**src/rtl/bss_pkg.sv**
```systemverilog
// ----------------------------------------------------------------------------
// Boot strap sequencer package
// Shared mode codes, register map constants and the result record used by
// the sequencer core and the top level.
// ----------------------------------------------------------------------------
`default_nettype none

package bss_pkg;

   // Mode codes, used both for the wanted mode and for the mode reached.
   typedef enum logic [1:0] {
      ModeUnknown  = 2'd0,
      ModeDisabled = 2'd1,
      ModeBoot     = 2'd2,
      ModeApp      = 2'd3
   } mode_type;

   // Register map.
   localparam int unsigned CsrAddrWidth = 3;
   localparam int unsigned CsrDataWidth = 32;
   localparam int unsigned SettleWidth  = 8;
   localparam logic [SettleWidth-1:0] SettleReset = 8'd5;

   // Register index taken from the word address bit.
   typedef enum logic {
      RegSettleTicks = 1'b0,
      RegUnused      = 1'b1
   } reg_index_type;

   // One result of a tick.
   typedef struct packed {
      logic     reset_pin;
      logic     enable_pin;
      logic     flash_pin;
      mode_type reached_mode;
   } result_type;

endpackage

`default_nettype wire

```
**src/rtl/bss_req_if.sv**
```systemverilog
// ----------------------------------------------------------------------------
// Boot strap sequencer request channel
// Valid/ready channel that carries the wanted mode of one tick.
// ----------------------------------------------------------------------------
`default_nettype none

interface bss_req_if;
   logic       valid;
   logic       ready;
   logic [1:0] requested_mode;

   modport source (output valid, output requested_mode, input ready);
   modport sink (input valid, input requested_mode, output ready);
endinterface

`default_nettype wire

```
**src/rtl/bss_rsp_if.sv**
```systemverilog
// ----------------------------------------------------------------------------
// Boot strap sequencer result channel
// Valid/ready channel that carries the pin levels and reached mode of a tick.
// ----------------------------------------------------------------------------
`default_nettype none

interface bss_rsp_if;
   logic       valid;
   logic       ready;
   logic       reset_pin;
   logic       enable_pin;
   logic       flash_pin;
   logic [1:0] reached_mode;

   modport source (output valid, output reset_pin, output enable_pin,
                   output flash_pin, output reached_mode, input ready);
   modport sink (input valid, input reset_pin, input enable_pin,
                 input flash_pin, input reached_mode, output ready);
endinterface

`default_nettype wire

```
**src/rtl/bss_core.sv**
```systemverilog
// ----------------------------------------------------------------------------
// Boot strap sequencer core
// Holds the phase, settle timer and pin levels, and works out one tick of
// the sequence whenever step is high.
// ----------------------------------------------------------------------------
`default_nettype none

module bss_core (
   input  wire                                 clock,
   input  wire                                 reset,
   input  wire                                 step,
   input  wire [1:0]                           requested_mode,
   input  wire [bss_pkg::SettleWidth-1:0]      settle_ticks,
   output bss_pkg::result_type                 result
);

   // One-hot phase encoding.
   typedef enum logic [7:0] {
      PhInit       = 8'b0000_0001,
      PhAwaitReset = 8'b0000_0010,
      PhReset      = 8'b0000_0100,
      PhAwaitFlash = 8'b0000_1000,
      PhAwaitEn    = 8'b0001_0000,
      PhBoot       = 8'b0010_0000,
      PhAwaitApp   = 8'b0100_0000,
      PhApp        = 8'b1000_0000
   } phase_type;

   phase_type                       phase_ff, phase_in;
   logic [bss_pkg::SettleWidth-1:0] timer_ff, timer_in;
   logic                            reset_level_ff, reset_level_in;
   logic                            enable_level_ff, enable_level_in;
   logic                            flash_level_ff, flash_level_in;
   logic [bss_pkg::SettleWidth-1:0] timer_dec;
   logic                            go_on;
   logic                            want_boot;
   logic                            want_app;
   logic                            want_disabled;

   assign timer_dec     = (timer_ff != '0) ?
                          timer_ff - {{(bss_pkg::SettleWidth-1){1'b0}}, 1'b1} : timer_ff;
   assign want_boot     = (requested_mode == bss_pkg::ModeBoot);
   assign want_app      = (requested_mode == bss_pkg::ModeApp);
   assign want_disabled = (requested_mode == bss_pkg::ModeDisabled);

   // Next state of one tick; a wait phase whose timer has run out falls
   // through into the following phase within the same tick.
   always_comb begin
      phase_in        = phase_ff;
      timer_in        = timer_dec;
      reset_level_in  = reset_level_ff;
      enable_level_in = enable_level_ff;
      flash_level_in  = flash_level_ff;
      go_on           = 1'b1;
      unique case (phase_ff) inside
         PhInit: begin
            timer_in        = settle_ticks;
            reset_level_in  = 1'b1;
            enable_level_in = 1'b0;
            flash_level_in  = 1'b0;
            phase_in        = PhAwaitReset;
         end
         PhAwaitReset, PhReset: begin
            if (phase_ff == PhReset || timer_dec == '0) begin
               phase_in = PhReset;
               if (want_boot) begin
                  timer_in       = settle_ticks;
                  flash_level_in = 1'b1;
                  phase_in       = PhAwaitFlash;
               end else if (want_app) begin
                  timer_in        = settle_ticks;
                  enable_level_in = 1'b1;
                  phase_in        = PhAwaitApp;
               end
            end
         end
         PhAwaitFlash, PhAwaitEn, PhBoot: begin
            // Flash strap settled: release reset with enable high.
            if (phase_ff == PhAwaitFlash) begin
               if (timer_dec != '0) begin
                  go_on = 1'b0;
               end else begin
                  timer_in        = settle_ticks;
                  enable_level_in = 1'b1;
                  reset_level_in  = 1'b0;
                  phase_in        = PhAwaitEn;
               end
            end
            // Enable settled: boot mode reached.
            if (go_on && phase_in == PhAwaitEn) begin
               if (timer_in != '0) begin
                  go_on = 1'b0;
               end else begin
                  phase_in = PhBoot;
               end
            end
            if (go_on && (want_disabled || want_app)) begin
               timer_in        = settle_ticks;
               enable_level_in = 1'b0;
               reset_level_in  = 1'b1;
               flash_level_in  = 1'b0;
               phase_in        = PhAwaitReset;
            end
         end
         PhAwaitApp, PhApp: begin
            if (phase_ff == PhApp || timer_dec == '0) begin
               phase_in = PhApp;
               if (want_disabled || want_boot) begin
                  timer_in        = settle_ticks;
                  enable_level_in = 1'b0;
                  reset_level_in  = 1'b1;
                  flash_level_in  = 1'b0;
                  phase_in        = PhAwaitReset;
               end
            end
         end
         default: begin
            phase_in = phase_ff;
         end
      endcase
   end

   // Reported mode follows the phase after this tick.
   always_comb begin
      result.reset_pin  = reset_level_in;
      result.enable_pin = enable_level_in;
      result.flash_pin  = flash_level_in;
      unique case (phase_in)
         PhReset: result.reached_mode = bss_pkg::ModeDisabled;
         PhBoot:  result.reached_mode = bss_pkg::ModeBoot;
         PhApp:   result.reached_mode = bss_pkg::ModeApp;
         default: result.reached_mode = bss_pkg::ModeUnknown;
      endcase
   end

   // State registers advance once per tick.
   always_ff @(posedge clock) begin
      if (reset) begin
         phase_ff        <= PhInit;
         timer_ff        <= '0;
         reset_level_ff  <= 1'b1;
         enable_level_ff <= 1'b0;
         flash_level_ff  <= 1'b0;
      end else if (step) begin
         phase_ff        <= phase_in;
         timer_ff        <= timer_in;
         reset_level_ff  <= reset_level_in;
         enable_level_ff <= enable_level_in;
         flash_level_ff  <= flash_level_in;
      end
   end

endmodule

`default_nettype wire

```
**src/rtl/module_boot_strap_sequencer.sv**
```systemverilog
// ----------------------------------------------------------------------------
// Module boot strap sequencer
// Steps a wireless module's reset, enable and flash strap pins toward the
// wanted mode, one request per tick, and reports pin levels and mode reached.
// ----------------------------------------------------------------------------
//  Channel   Direction  Carries
//  req_chan  in         requested_mode, one request per tick
//  rsp_chan  out        reset_pin, enable_pin, flash_pin, reached_mode
//  csr_*     in/out     settle_ticks register at byte address 0
//
//  A request is registered in the input register on acceptance and its result
//  in the output register; one request is taken per cycle unless rsp stalls.
//  The sequencer core is the only stage that holds tick state.
//  A stalled result holds in the output register; the input register then takes
//  one more request and holds it until the core can step.
//  Synchronous active-high reset clears both stages and the sequencer state.
// ----------------------------------------------------------------------------
`default_nettype none

module module_boot_strap_sequencer (
   input  wire                                 clock,
   input  wire                                 reset,
   bss_req_if.sink                             req_chan,
   bss_rsp_if.source                           rsp_chan,
   input  wire                                 csr_psel,
   input  wire                                 csr_penable,
   input  wire                                 csr_pwrite,
   input  wire [bss_pkg::CsrAddrWidth-1:0]     csr_paddr,
   input  wire [bss_pkg::CsrDataWidth-1:0]     csr_pwdata,
   output logic [bss_pkg::CsrDataWidth-1:0]    csr_prdata,
   output logic                                csr_pready
);

   logic                            in_valid_ff;
   logic [1:0]                      in_mode_ff;
   logic                            out_valid_ff;
   bss_pkg::result_type             out_data_ff;
   bss_pkg::result_type             core_result;
   logic [bss_pkg::SettleWidth-1:0] settle_ff;
   logic                            advance;
   logic                            csr_write;
   bss_pkg::reg_index_type          csr_index;

   // Configuration register access.
   assign csr_pready = 1'b1;
   assign csr_index  = bss_pkg::reg_index_type'(csr_paddr[2]);
   assign csr_write  = csr_psel && csr_penable && csr_pwrite && csr_pready;

   always_comb begin
      unique case (csr_index)
         bss_pkg::RegSettleTicks:
            csr_prdata = {{(bss_pkg::CsrDataWidth-bss_pkg::SettleWidth){1'b0}}, settle_ff};
         default: csr_prdata = '0;
      endcase
   end

   always_ff @(posedge clock) begin
      if (reset) begin
         settle_ff <= bss_pkg::SettleReset;
      end else if (csr_write && csr_index == bss_pkg::RegSettleTicks) begin
         settle_ff <= csr_pwdata[bss_pkg::SettleWidth-1:0];
      end
   end

   // The core steps when a request is held and the output register is free or being read.
   assign advance        = in_valid_ff && (!out_valid_ff || rsp_chan.ready);
   assign req_chan.ready = !in_valid_ff || advance;

   // Input register.
   always_ff @(posedge clock) begin
      if (reset) begin
         in_valid_ff <= 1'b0;
      end else if (req_chan.ready) begin
         in_valid_ff <= req_chan.valid;
      end
   end

   always_ff @(posedge clock) begin
      if (req_chan.valid && req_chan.ready) begin
         in_mode_ff <= req_chan.requested_mode;
      end
   end

   bss_core u_core (
      .clock          (clock),
      .reset          (reset),
      .step           (advance),
      .requested_mode (in_mode_ff),
      .settle_ticks   (settle_ff),
      .result         (core_result)
   );

   // Output register.
   always_ff @(posedge clock) begin
      if (reset) begin
         out_valid_ff <= 1'b0;
      end else if (advance) begin
         out_valid_ff <= 1'b1;
      end else if (rsp_chan.ready) begin
         out_valid_ff <= 1'b0;
      end
   end

   always_ff @(posedge clock) begin
      if (advance) begin
         out_data_ff <= core_result;
      end
   end

   assign rsp_chan.valid        = out_valid_ff;
   assign rsp_chan.reset_pin    = out_data_ff.reset_pin;
   assign rsp_chan.enable_pin   = out_data_ff.enable_pin;
   assign rsp_chan.flash_pin    = out_data_ff.flash_pin;
   assign rsp_chan.reached_mode = out_data_ff.reached_mode;

   // Disabled mode is only reported with the module held in reset.
   assert property (@(posedge clock) disable iff (reset)
      out_valid_ff && out_data_ff.reached_mode == bss_pkg::ModeDisabled
      |-> out_data_ff.reset_pin && !out_data_ff.enable_pin && !out_data_ff.flash_pin)
      else $error("disabled mode reported with wrong pin levels");

   // Boot mode is only reported with reset released and the strap set.
   assert property (@(posedge clock) disable iff (reset)
      out_valid_ff && out_data_ff.reached_mode == bss_pkg::ModeBoot
      |-> !out_data_ff.reset_pin && out_data_ff.enable_pin && out_data_ff.flash_pin)
      else $error("boot mode reported with wrong pin levels");

   // Application mode is only reported with enable high and no strap.
   assert property (@(posedge clock) disable iff (reset)
      out_valid_ff && out_data_ff.reached_mode == bss_pkg::ModeApp
      |-> out_data_ff.reset_pin && out_data_ff.enable_pin && !out_data_ff.flash_pin)
      else $error("application mode reported with wrong pin levels");

   // A held request that cannot step stays held.
   assert property (@(posedge clock) disable iff (reset)
      in_valid_ff && !advance |=> in_valid_ff && $stable(in_mode_ff))
      else $error("stalled request lost");

endmodule

`default_nettype wire

```
**src/flat_wrapper.sv**
```systemverilog
// flat-port wrapper written by rule: the top's interface ports become plain ports
module module_boot_strap_sequencer_flat 
  (clock, reset, csr_psel, csr_penable, csr_pwrite, csr_paddr, csr_pwdata, csr_prdata, csr_pready, req_chan_valid, req_chan_requested_mode, req_chan_ready, rsp_chan_valid, rsp_chan_reset_pin, rsp_chan_enable_pin, rsp_chan_flash_pin, rsp_chan_reached_mode, rsp_chan_ready);
  bss_req_if req_chan_i ();
  bss_rsp_if rsp_chan_i ();
  input  wire clock;
  input  wire reset;
  input  wire csr_psel;
  input  wire csr_penable;
  input  wire csr_pwrite;
  input  wire [bss_pkg::CsrAddrWidth-1:0] csr_paddr;
  input  wire [bss_pkg::CsrDataWidth-1:0] csr_pwdata;
  output logic [bss_pkg::CsrDataWidth-1:0] csr_prdata;
  output logic csr_pready;
  input wire logic [$bits(req_chan_i.valid)-1:0] req_chan_valid;
  input wire logic [$bits(req_chan_i.requested_mode)-1:0] req_chan_requested_mode;
  output wire logic [$bits(req_chan_i.ready)-1:0] req_chan_ready;
  output wire logic [$bits(rsp_chan_i.valid)-1:0] rsp_chan_valid;
  output wire logic [$bits(rsp_chan_i.reset_pin)-1:0] rsp_chan_reset_pin;
  output wire logic [$bits(rsp_chan_i.enable_pin)-1:0] rsp_chan_enable_pin;
  output wire logic [$bits(rsp_chan_i.flash_pin)-1:0] rsp_chan_flash_pin;
  output wire logic [$bits(rsp_chan_i.reached_mode)-1:0] rsp_chan_reached_mode;
  input wire logic [$bits(rsp_chan_i.ready)-1:0] rsp_chan_ready;
  assign req_chan_i.valid = req_chan_valid;
  assign req_chan_i.requested_mode = req_chan_requested_mode;
  assign req_chan_ready = req_chan_i.ready;
  assign rsp_chan_valid = rsp_chan_i.valid;
  assign rsp_chan_reset_pin = rsp_chan_i.reset_pin;
  assign rsp_chan_enable_pin = rsp_chan_i.enable_pin;
  assign rsp_chan_flash_pin = rsp_chan_i.flash_pin;
  assign rsp_chan_reached_mode = rsp_chan_i.reached_mode;
  assign rsp_chan_i.ready = rsp_chan_ready;
  module_boot_strap_sequencer u_core (.clock(clock), .reset(reset), .req_chan(req_chan_i), .rsp_chan(rsp_chan_i), .csr_psel(csr_psel), .csr_penable(csr_penable), .csr_pwrite(csr_pwrite), .csr_paddr(csr_paddr), .csr_pwdata(csr_pwdata), .csr_prdata(csr_prdata), .csr_pready(csr_pready));
endmodule
```
**config.mk**
```make
export PLATFORM = sky130hd
export DESIGN_NAME = module_boot_strap_sequencer_flat
export DESIGN_NICKNAME = d
export VERILOG_FILES = /design/src/rtl/bss_pkg.sv /design/src/rtl/bss_req_if.sv /design/src/rtl/bss_rsp_if.sv /design/src/rtl/bss_core.sv /design/src/rtl/module_boot_strap_sequencer.sv /design/src/flat_wrapper.sv
export SDC_FILE = /design/constraint.sdc
export NUM_CORES = 1
export LEC_CHECK = 0
export ABC_AREA = 1
export BUFFER_PORTS_ARGS = -buffer_cell sky130_fd_sc_hd__buf_4
export CAP_MARGIN = 0
export CELL_PAD_IN_SITES_DETAIL_PLACEMENT = 0
export CELL_PAD_IN_SITES_GLOBAL_PLACEMENT = 1
export CORE_ASPECT_RATIO = 1.5
export CORE_UTILIZATION = 36
export DETAILED_ROUTE_END_ITERATION = 6
export MAX_ROUTING_LAYER = met4
export PLACE_DENSITY_LB_ADDON = 0.1
export SLEW_MARGIN = 20
export SYNTH_ARGS = -nofsm -noshare
export SYNTH_HDL_FRONTEND = slang
export SYNTH_SLANG_ARGS = --single-unit
```
**constraint.sdc**
```tcl
create_clock -name clock -period 3.5 [get_ports clock]
set_input_delay 0.525 -clock clock [delete_from_list [all_inputs] [get_ports clock]]
set_output_delay 0.525 -clock clock [all_outputs]
set_load 0.02 [all_outputs]
```
==> results.py, run 1 <==
metrics = {
    "place": {
        "io_buffers": 32,
        "post-dp-hpwl_um": 5890,
        "gp_congestion": 0.860,
        "dpl_cell_area_sq_um": 3050,
    },
    "clock_network": {
        "cts_setup_buffers": 0,
        "root_buffer": "clkbuf_16",
        "cts_buffers": 5,
        "cts_sinks": 36,
        "postCtsHoldBufs": 0,
        "cts_htree_levels": 2,
        "cts_tree": "done",
        "max-clock-path-buffers": 2,
        "clkTransAtPathRegs_ns": 0.05,
        "cts.repair.resized": 0,
        "worstSkewPairLatency_ns": 0.28,
    },
    "synth": {
        "synth_area_per_cell_sq_um": 6.52,
        "ys_seq_area_share_pct": 28.3,
        "synth-compound-area-share_pct": 16.9,
        "synth-seq-cells": 36,
        "yosysTopAreaCell": "dfxtp_1",
        "synth_area_leaders": "dfxtp_1, nand2_1, edfxtp_1, inv_1, buf_4",
        "synthArstFlopShare_pct": 0,
        "synth_xor_area_share_pct": 0,
        "synth_top_family_by_area": "simple AND/OR/NAND/NOR gates",
        "ys_types": 41,
        "syn_area_sq_um": 2800,
        "synth_simple_gate_area_share_pct": 35.2,
        "yosysWarnings": 0,
        "synth-adder-area-share_pct": 2.24,
        "synth_top_area_share_pct": 20.8,
        "synthFlopType": "dfxtp_1",
        "post_synth_mux_area_share_pct": 0,
        "synth-edff-count": 7,
        "syn_inst": 429,
    },
    "detailed_routing": {
        "ant_nets": 0,
        "dr.first_iter.drc_count": 74,
        "wire_per_inst_um": 13.2,
        "vias": 2695,
        "routed_wirelength_um": 7430,
        "detail_route.first_pass.iterations": 4,
        "vias_per_cell": 4.78,
        "drc_errors": 0,
    },
    "sta": {
        "rsz0062_at_grt": "no",
        "fin_tns_setup_ns": 0,
        "post-route-period-util_pct": 87.6,
        "worst_clock_skew_ns": 0.00185,
        "slew_headroom_pct": 38.6,
        "finalCriticalPeriod_ns": 3.06,
        "hold_violations": 0,
        "finalSetupViolCount": 0,
        "fmax_mhz": 326,
        "slew_viol_final": 0,
        "worstMarginPinSlew_ns": 0.919,
    },
    "worst_setup_path": {
        "cp_max_fo": 13,
        "cp.required_ns": 3.53,
        "path_class": "reg2reg",
        "critPathLaunchType": "flop",
        "critPathCaptureType": "flop",
        "cp.arrival_ns": 3.10,
    },
    "power_and_ir_drop": {
        "p_leak_nw": 1.59,
        "power_switching_mw": 0.676,
        "power_frac_seq_pct": 29.6,
        "p_clk_share_pct": 26.4,
        "pwr-share-comb_pct": 44.0,
        "powerDensity_nw_per_um2": 510,
        "ir_drop_v": 0.000238,
        "sw_frac_of_total_pct": 41.5,
        "p_int_mw": 0.951,
        "finalPower_mw": 1.63,
    },
    "grt": {
        "grt_pass1_wl_um": 11900,
        "grtUsageTotal_pct": 20.2,
        "grt_pass1_vias": 2556,
        "grt_max_degree": 29,
        "grt.overflow.total": 0,
        "antenna_found_initial": 0,
    },
    "die": {
        "die_y_um": 110,
        "dieArea_sq_um": 8130,
        "initial_core_util_pct": 37.0,
        "ioPinCount": 84,
        "die_w_um": 73.9,
        "fp-row-count": 39,
        "core_area_sq_um": 7560,
    },
    "status": {
        "status": "finished clean",
    },
    "final_layout": {
        "layout_common_cells": "nand2_1, inv_1, buf_4, nand3_1, nor2_1",
        "finalInstanceArea_sq_um": 3190,
        "finish.utilization_pct": 42.2,
        "multiInputGateArea_sq_um": 1610,
        "drive_gt1_share_pct": 17.7,
        "finalNetCount": 510,
        "n_antenna_cell": 0,
        "mostFrequentLayoutCell": "nand2_1",
        "ff_latch_area_sq_um": 791,
        "fill_cells": 845,
        "syn2layout_area_growth_pct": 14.2,
    },
    "min_path": {
        "hold_path_class": "in2reg",
    },
    "run": {
        "drv_cap": 0,
    },
}
cell families after synthesis:
logic type | after synthesis
flip-flops | 36
adder cells (fa/ha/maj) | 5
AO/OA/AOI/OAI | 83
buffers and inverters | 99
other | 2
AND/OR/NAND/NOR | 204
sequential cells by signal (all words and copies together) (netlist names):
signal                         count
u_core.in_mode_ff                  2
u_core.in_valid_ff                 1
u_core.rsp_chan.enable_pin         1
u_core.rsp_chan.flash_pin          1
u_core.rsp_chan.reached_mode       2
u_core.rsp_chan.reset_pin          1
u_core.rsp_chan.valid              1
u_core.settle_ff                   8
u_core.u_core.enable_level_ff      1
u_core.u_core.flash_level_ff       1
u_core.u_core.phase_ff             8
u_core.u_core.reset_level_ff       1
u_core.u_core.timer_ff             8
through the flow:
step           std cells  setup WS [ns]  hold WS [ns]
6_report             564          0.435         0.419
5_1_grt              564         0.0645         0.406
4_1_cts              564          0.420         0.409
3_5_place_dp         556          0.428         0.484
3_3_place_gp         556          0.457         0.470
2_1_floorplan        452          0.922         0.458
path summary, 6_finish.rpt:
| check | slack (ns) | to | cells past startpoint | start |
|---|---|---|---|---|
| max | 0.44 | u_core.rsp_chan.flash_pin | 21 | u_core.u_core.timer_ff[0] |
| min | 0.42 | u_core.in_mode_ff[1] | 1 | req_chan_requested_mode[1] |
| max reg2reg | 0.44 | u_core.rsp_chan.flash_pin | 21 | u_core.u_core.timer_ff[0] |
| min reg2reg | 0.49 | u_core.u_core.timer_ff[0] | 2 | u_core.u_core.timer_ff[0] |
worst max-delay path: stages, from the launching register on:
cell and delay (ns):
dfxtp_1 0.32, inv_1 0.15, ha_1 0.27, nand2_4 0.10, nor2_8 0.16, nand2_1 0.07, nand2_1 0.15, inv_2 0.05
nand2_1 0.10, nor2_4 0.06, nand3_4 0.13, nor2_2 0.04, nor2_1 0.14, nand2_1 0.08, nor2_2 0.15, nand2_4 0.08
nand2_4 0.13, nand2_4 0.14, nand2_1 0.09, nand3_1 0.06, o21ai_0 0.26, inv_1 0.07
synth_stat cells, types with 3 or more instances:
cell	number
nand2_1	96
inv_1	53
nand3_1	37
nor2_1	33
a21oi_1	31
dfxtp_1	29
o21ai_0	28
buf_4	25
inv_2	9
clkbuf_1	7
edfxtp_1	7
nor2_2	7
o211ai_1	7
nand4_1	6
ha_1	5
nand2_4	5
a221oi_1	4
o21ai_1	4
buf_2	3
nand2_2	3
nand3_2	3
nor3_1	3
power groups by stage:
stage | logic, mW | registers (mW) | clock network, mW
final | 0.716 | 0.482 | 0.430
after global routing | 0.802 | 0.487 | 0.461
after CTS | 0.725 | 0.482 | 0.446
after detailed placement | 0.722 | 0.491 | 0
after global placement | 0.715 | 0.491 | 0
after floorplan | 0.571 | 0.489 | 0
final cells by class:
cell class              instances  share of cell area (%)
clock inverters                 3                   0.431
inverters                      63                    7.41
multi-input cells             317                    50.5
well taps                     102                    4.00
repair buffers                 38                    8.93
clock buffers                   5                    3.92
flip-flops and latches         36                    24.8
routing by layer:
metal	GRT usage [%]	part of all wire, %
met3	3.30	2.1
met5	-	0
met2	37.6	56
met1	20.6	40
met4	7.42	2.0
Note: power is estimated with default switching activity, not from simulation.
==> inputs of run 2 (changes only) <==
==> constraint.sdc (replaced) <==
create_clock -name clock -period 3.5 [get_ports clock]
set_input_delay 0 -clock clock [delete_from_list [all_inputs] [get_ports clock]]
set_output_delay 0 -clock clock [all_outputs]
set_load 0.02 [all_outputs]
==> run 2 against run 1 <==
Core utilization rose by 1.1 points. Highest routed layer unchanged. Worst setup slack improved by 0.0098 ns. Via count rose by 1.7%. Sequential share of layout area fell by 0.61 points. Largest power group unchanged. Sequential cell count did not move. Hold slack got worse by 0.42 ns. Die area did not move. First-iteration DRC count rose by 22%.
==> results.py, run 2 (same netlist as run 1, synthesis figures left out) <==
metrics = {
    "final_layout": {
        "syn2layout_area_growth_pct": 17.1,
        "drive_gt1_share_pct": 17.4,
        "layout_common_cells": "nand2_1, inv_1, buf_4, nand3_1, nor2_1",
        "reg.largest.list": "u_core.settle_ff x8, u_core.u_core.phase_ff x8, u_core.u_core.timer_ff x8",
        "mostFrequentLayoutCell": "nand2_1",
        "finalNetCount": 518,
        "finalInstanceArea_sq_um": 3270,
        "fin_cells": 572,
        "n_antenna_cell": 0,
        "fill_cells": 865,
    },
    "worst_setup_path": {
        "cp.arrival_ns": 3.09,
        "ff2ff_setup_slack_ns": 0.44,
        "critPathLaunchType": "flop",
        "r2r_cells": 21,
        "rr_startpoint": "u_core.u_core.timer_ff[0]",
        "cp.required_ns": 3.53,
        "path_class": "reg2reg",
        "critPathCaptureType": "flop",
        "cp_max_fo": 13,
        "r2r-end": "u_core.rsp_chan.flash_pin",
    },
    "grt": {
        "grt_pass1_wl_um": 12100,
        "grt.overflow.total": 0,
        "grtUsageTotal_pct": 20.4,
        "antenna_found_initial": 0,
        "grt_pass1_vias": 2608,
        "grt_max_degree": 29,
    },
    "min_path": {
        "hold_depth": 3,
        "hold_path_class": "in2reg",
        "hp-start": "csr_pwdata[5]",
        "hold_end": "u_core.settle_ff[5]",
    },
    "clock_network": {
        "root_buffer": "clkbuf_16",
        "cts_buffers": 5,
        "cts_tree": "done",
        "clkTransAtPathRegs_ns": 0.06,
        "cts_sinks": 36,
        "cts.repair.resized": 0,
        "max-clock-path-buffers": 2,
        "cts_htree_levels": 2,
        "worstSkewPairLatency_ns": 0.28,
    },
    "sta": {
        "finalSetupViolCount": 0,
        "worstMarginPinSlew_ns": 0.929,
        "rsz0062_at_grt": "no",
        "worst_clock_skew_ns": 0.00206,
        "slew_headroom_pct": 38.0,
        "post-route-period-util_pct": 87.3,
        "fmax_mhz": 327,
        "finalCriticalPeriod_ns": 3.06,
        "fin_tns_setup_ns": 0,
        "slew_viol_final": 0,
        "hold_violations": 0,
    },
    "place": {
        "post-dp-hpwl_um": 5890,
        "dpl_cell_area_sq_um": 3050,
        "dp.cells": 556,
        "io_buffers": 32,
        "gp_congestion": 0.860,
    },
    "die": {
        "die_w_um": 73.9,
        "initial_core_util_pct": 37.0,
        "fp-row-count": 39,
        "core_area_sq_um": 7560,
        "die_y_um": 110,
        "dieArea_sq_um": 8130,
        "ioPinCount": 84,
    },
    "detailed_routing": {
        "vias": 2742,
        "routed_wirelength_um": 7510,
        "vias_per_cell": 4.79,
        "dr.first_iter.drc_count": 90,
        "ant_nets": 0,
        "drc_errors": 0,
        "detail_route.first_pass.iterations": 5,
        "wire_per_inst_um": 13.1,
    },
    "power_and_ir_drop": {
        "powerDensity_nw_per_um2": 500,
        "ir_drop_v": 0.000254,
        "p_leak_nw": 1.62,
        "finalPower_mw": 1.64,
    },
    "run": {
        "drv_cap": 0,
    },
    "status": {
        "status": "finished clean",
    },
}
-- run 2: cell types whose count changed in the layout (fill, tap and decap cells not counted) --
cell,previous run,this run
dlygate4sd3_1,0,8
-- run 2: critical path: stages, from the launching register on --
cell     delay [ns]
dfxtp_1        0.32
inv_1          0.15
ha_1           0.26
nand2_4        0.10
nor2_8         0.15
nand2_1        0.07
nand2_1        0.16
inv_2          0.06
nand2_1        0.10
nor2_4         0.06
nand3_4        0.13
nor2_1         0.06
nor2_1         0.12
nand2_1        0.10
nor2_2         0.14
nand2_4        0.08
nand2_4        0.13
nand2_4        0.14
nand2_1        0.09
nand3_1        0.06
o21ai_0        0.24
inv_1          0.06
-- run 2: layout make-up --
type / count / area [sq um] / area share, %
Clock inverter: 3 / 13.8 / 0.420
Inverter: 63 / 236 / 7.22
Multi-Input combinational cell: 317 / 1610 / 49.3
Timing Repair Buffer: 46 / 365 / 11.2
Tap cell: 102 / 128 / 3.90
Sequential cell: 36 / 791 / 24.2
Clock buffer: 5 / 125 / 3.82
-- run 2: worst max path at each step --
stage | from | endpoint | cells after the start
final | u_core.u_core.timer_ff[0] | u_core.rsp_chan.flash_pin | 21
after global routing | u_core.u_core.phase_ff[4] | u_core.rsp_chan.reached_mode[0] | 19
after CTS | u_core.u_core.timer_ff[0] | u_core.rsp_chan.flash_pin | 21
after detailed placement | u_core.u_core.timer_ff[0] | u_core.rsp_chan.flash_pin | 21
after global placement | u_core.u_core.timer_ff[0] | u_core.rsp_chan.flash_pin | 21
after floorplan | u_core.u_core.timer_ff[0] | u_core.rsp_chan.enable_pin | 22
-- run 2: through the flow --
stage	worst slack [ns]	hold slack (ns)	utilization [%]
after detailed placement	0.420	0.182	40.4
final	0.445	0.00215	43.3
after CTS	0.413	0.00613	43.3
after global placement	0.457	0.180	40.4
after floorplan	0.922	0.0957	-
after global routing	0.0196	0.0302	43.3
-- run 2: power by group --
group          leakage (nW)  internal [mW]  switching (mW)
combinational          1.25          0.244           0.480
clock                0.0710          0.258           0.172
sequential            0.304          0.455          0.0267
-- run 2: timing repair --
| item | CTS | global route |
|---|---|---|
| buffers inserted | 0 | 0 |
| hold endpoints to repair | 8 | 0 |
| hold buffers | 8 | 0 |
| setup endpoints to repair | 0 | 0 |
-- run 2: layer usage --
layer	routed length (um)	track usage (%)	up-vias
met1	3020	21.6	1274
li1	-	-	1436
met5	0	-	-
met3	139	2.75	8
met4	136	6.87	0
met2	4210	37.9	24
==> inputs of run 3 (changes only) <==
--- a/config.mk
+++ b/config.mk
@@ -7,10 +7,9 @@
 export LEC_CHECK = 0
 export ABC_AREA = 1
 export BUFFER_PORTS_ARGS = -buffer_cell sky130_fd_sc_hd__buf_4
-export CAP_MARGIN = 0
 export CELL_PAD_IN_SITES_DETAIL_PLACEMENT = 0
 export CELL_PAD_IN_SITES_GLOBAL_PLACEMENT = 1
-export CORE_ASPECT_RATIO = 1.5
+export CORE_ASPECT_RATIO = 0.6
 export CORE_UTILIZATION = 36
 export DETAILED_ROUTE_END_ITERATION = 6
 export MAX_ROUTING_LAYER = met4
==> run 3 against run 2 <==
Core utilization increased by 1.2 points. Clock power increased by 21%. Power increased by 6.7%. Largest power group unchanged. Register-to-register slack got worse by 0.13 ns. Routed wire length increased by 8.8%. Global-route usage increased by 2.5 points. Non-clock buffer count decreased by 2. Largest cell class unchanged. Final cell count unchanged.
==> results.py, run 3 (same netlist as run 1, synthesis figures left out) <==
metrics = {
    "status": {
        "status": "finished clean",
    },
    "final_layout": {
        "mostFrequentLayoutCell": "nand2_1",
        "reg.largest.list": "u_core.settle_ff x8, u_core.u_core.phase_ff x8, u_core.u_core.timer_ff x8",
        "finalInstanceArea_sq_um": 3280,
        "layout_common_cells": "nand2_1, inv_1, buf_4, nand3_1, nor2_1",
        "finish.utilization_pct": 44.4,
        "syn2layout_area_growth_pct": 17.4,
        "finalNetCount": 516,
        "n_antenna_cell": 0,
        "drive_gt1_share_pct": 17.9,
    },
    "worst_setup_path": {
        "cp_common_cell": "nand2_4",
        "worstPathCellList": "inv_1 > ha_1 > nand2_4 > nor2_8 > nand2_4 > nand2_1 > nand2_2 > nand2_1 > nor2_2 > nand3_4 > nor2_1 > nor2_1 > nand2_1 > nor2_2 > nand2_4 > nand2_4 > nand2_4 > nand2_1 > nand3_1 > o21ai_0 > inv_1",
        "path_class": "reg2reg",
        "cp.arrival_ns": 3.22,
        "cp.required_ns": 3.54,
        "critPathLaunchType": "flop",
        "cpPeakStageDelay_ns": 0.32,
        "critPathSlowestCell": "dfxtp_1",
        "critPathCaptureType": "flop",
        "cp_max_fo": 13,
    },
    "place": {
        "post-dp-hpwl_um": 6170,
        "io_buffers": 32,
        "dpl_cell_area_sq_um": 3060,
        "gp_congestion": 0.846,
    },
    "sta": {
        "worst_clock_skew_ns": 0.00478,
        "worstMarginPinSlew_ns": 0.984,
        "fmax_mhz": 314,
        "slew_headroom_pct": 34.3,
        "hold_violations": 0,
        "slew_viol_final": 0,
        "finalCriticalPeriod_ns": 3.18,
        "post-route-period-util_pct": 90.9,
        "fin_tns_setup_ns": 0,
        "finalSetupViolCount": 0,
        "whs_ns": 0.00751,
        "rsz0062_at_grt": "no",
    },
    "power_and_ir_drop": {
        "powerDensity_nw_per_um2": 532,
        "p_leak_nw": 1.62,
        "finalPower_mw": 1.75,
        "ir_drop_v": 0.000153,
    },
    "detailed_routing": {
        "drc_errors": 0,
        "ant_nets": 0,
        "detail_route.first_pass.iterations": 5,
        "routed_wirelength_um": 8170,
        "wire_per_inst_um": 14.3,
        "vias": 2805,
        "vias_per_cell": 4.90,
        "dr.first_iter.drc_count": 163,
    },
    "grt": {
        "grtUsageTotal_pct": 22.9,
        "grt.overflow.total": 0,
        "grt_pass1_vias": 2521,
        "grt_pass1_wl_um": 13400,
        "antenna_found_initial": 0,
        "grt_max_degree": 29,
    },
    "run": {
        "drv_cap": 0,
    },
    "clock_network": {
        "cts_htree_levels": 2,
        "clkTransAtPathRegs_ns": 0.06,
        "max-clock-path-buffers": 2,
        "worstSkewPairLatency_ns": 0.29,
        "postCtsHoldBufs": 5,
        "cts_buffers": 5,
        "cts_sinks": 36,
        "cts_tree": "done",
        "cts_setup_buffers": 0,
        "cts.repair.resized": 0,
        "root_buffer": "clkbuf_16",
    },
    "die": {
        "die_w_um": 116,
        "ioPinCount": 84,
        "core_area_sq_um": 7390,
        "initial_core_util_pct": 37.8,
        "fp-row-count": 24,
        "dieArea_sq_um": 8130,
        "die_y_um": 70.3,
    },
    "min_path": {
        "hold_path_class": "in2reg",
    },
}
-- run 3: final cells by class --
cell class | count | area (sq um)
Fill cell | 809 | 4110
Multi-Input combinational cell | 317 | 1610
Sequential cell | 36 | 791
Timing Repair Buffer | 44 | 343
Inverter | 63 | 236
Tap cell | 104 | 130
Clock buffer | 5 | 125
Clock inverter | 3 | 42.5
-- run 3: critical path, delay by kind of cell, from the launching register on --
kind            cells  cell delay [ns]
buf+inv             2             0.24
fa+ha+maj           1             0.28
compound gates      1             0.25
simple gates       17             1.83
flops               1             0.32
-- run 3: power by group --
| part | internal [mW] | switching, mW |
|---|---|---|
| clock network | 0.335 | 0.185 |
| registers | 0.455 | 0.0269 |
| logic | 0.240 | 0.504 |
| total | 1.03 | 0.715 |
-- run 3: worst paths after layout --
path                               end  slack [ns]  depth (start not counted)                      start
max          u_core.rsp_chan.flash_pin        0.32                         21  u_core.u_core.timer_ff[0]
min                u_core.settle_ff[4]       0.008                          3              csr_pwdata[4]
min reg2reg  u_core.u_core.timer_ff[6]        0.48                          2  u_core.u_core.timer_ff[6]
max reg2reg  u_core.rsp_chan.flash_pin        0.32                         21  u_core.u_core.timer_ff[0]
-- run 3: routing by layer --
layer	up-vias	routed length [um]	global-route usage (%)
met3	10	550	4.17
met5	-	0	-
met1	1268	4630	36.8
met2	96	2890	27.5
li1	1431	-	-
met4	0	97	6.70
-- run 3: per-stage QoR --
| step | instances | setup WS (ns) |
|---|---|---|
| after floorplan | 452 | 0.922 |
| after global placement | 559 | 0.384 |
| after detailed placement | 559 | 0.371 |
| after CTS | 572 | 0.355 |
| after global routing | 572 | 0.0431 |
| final | 572 | 0.317 |
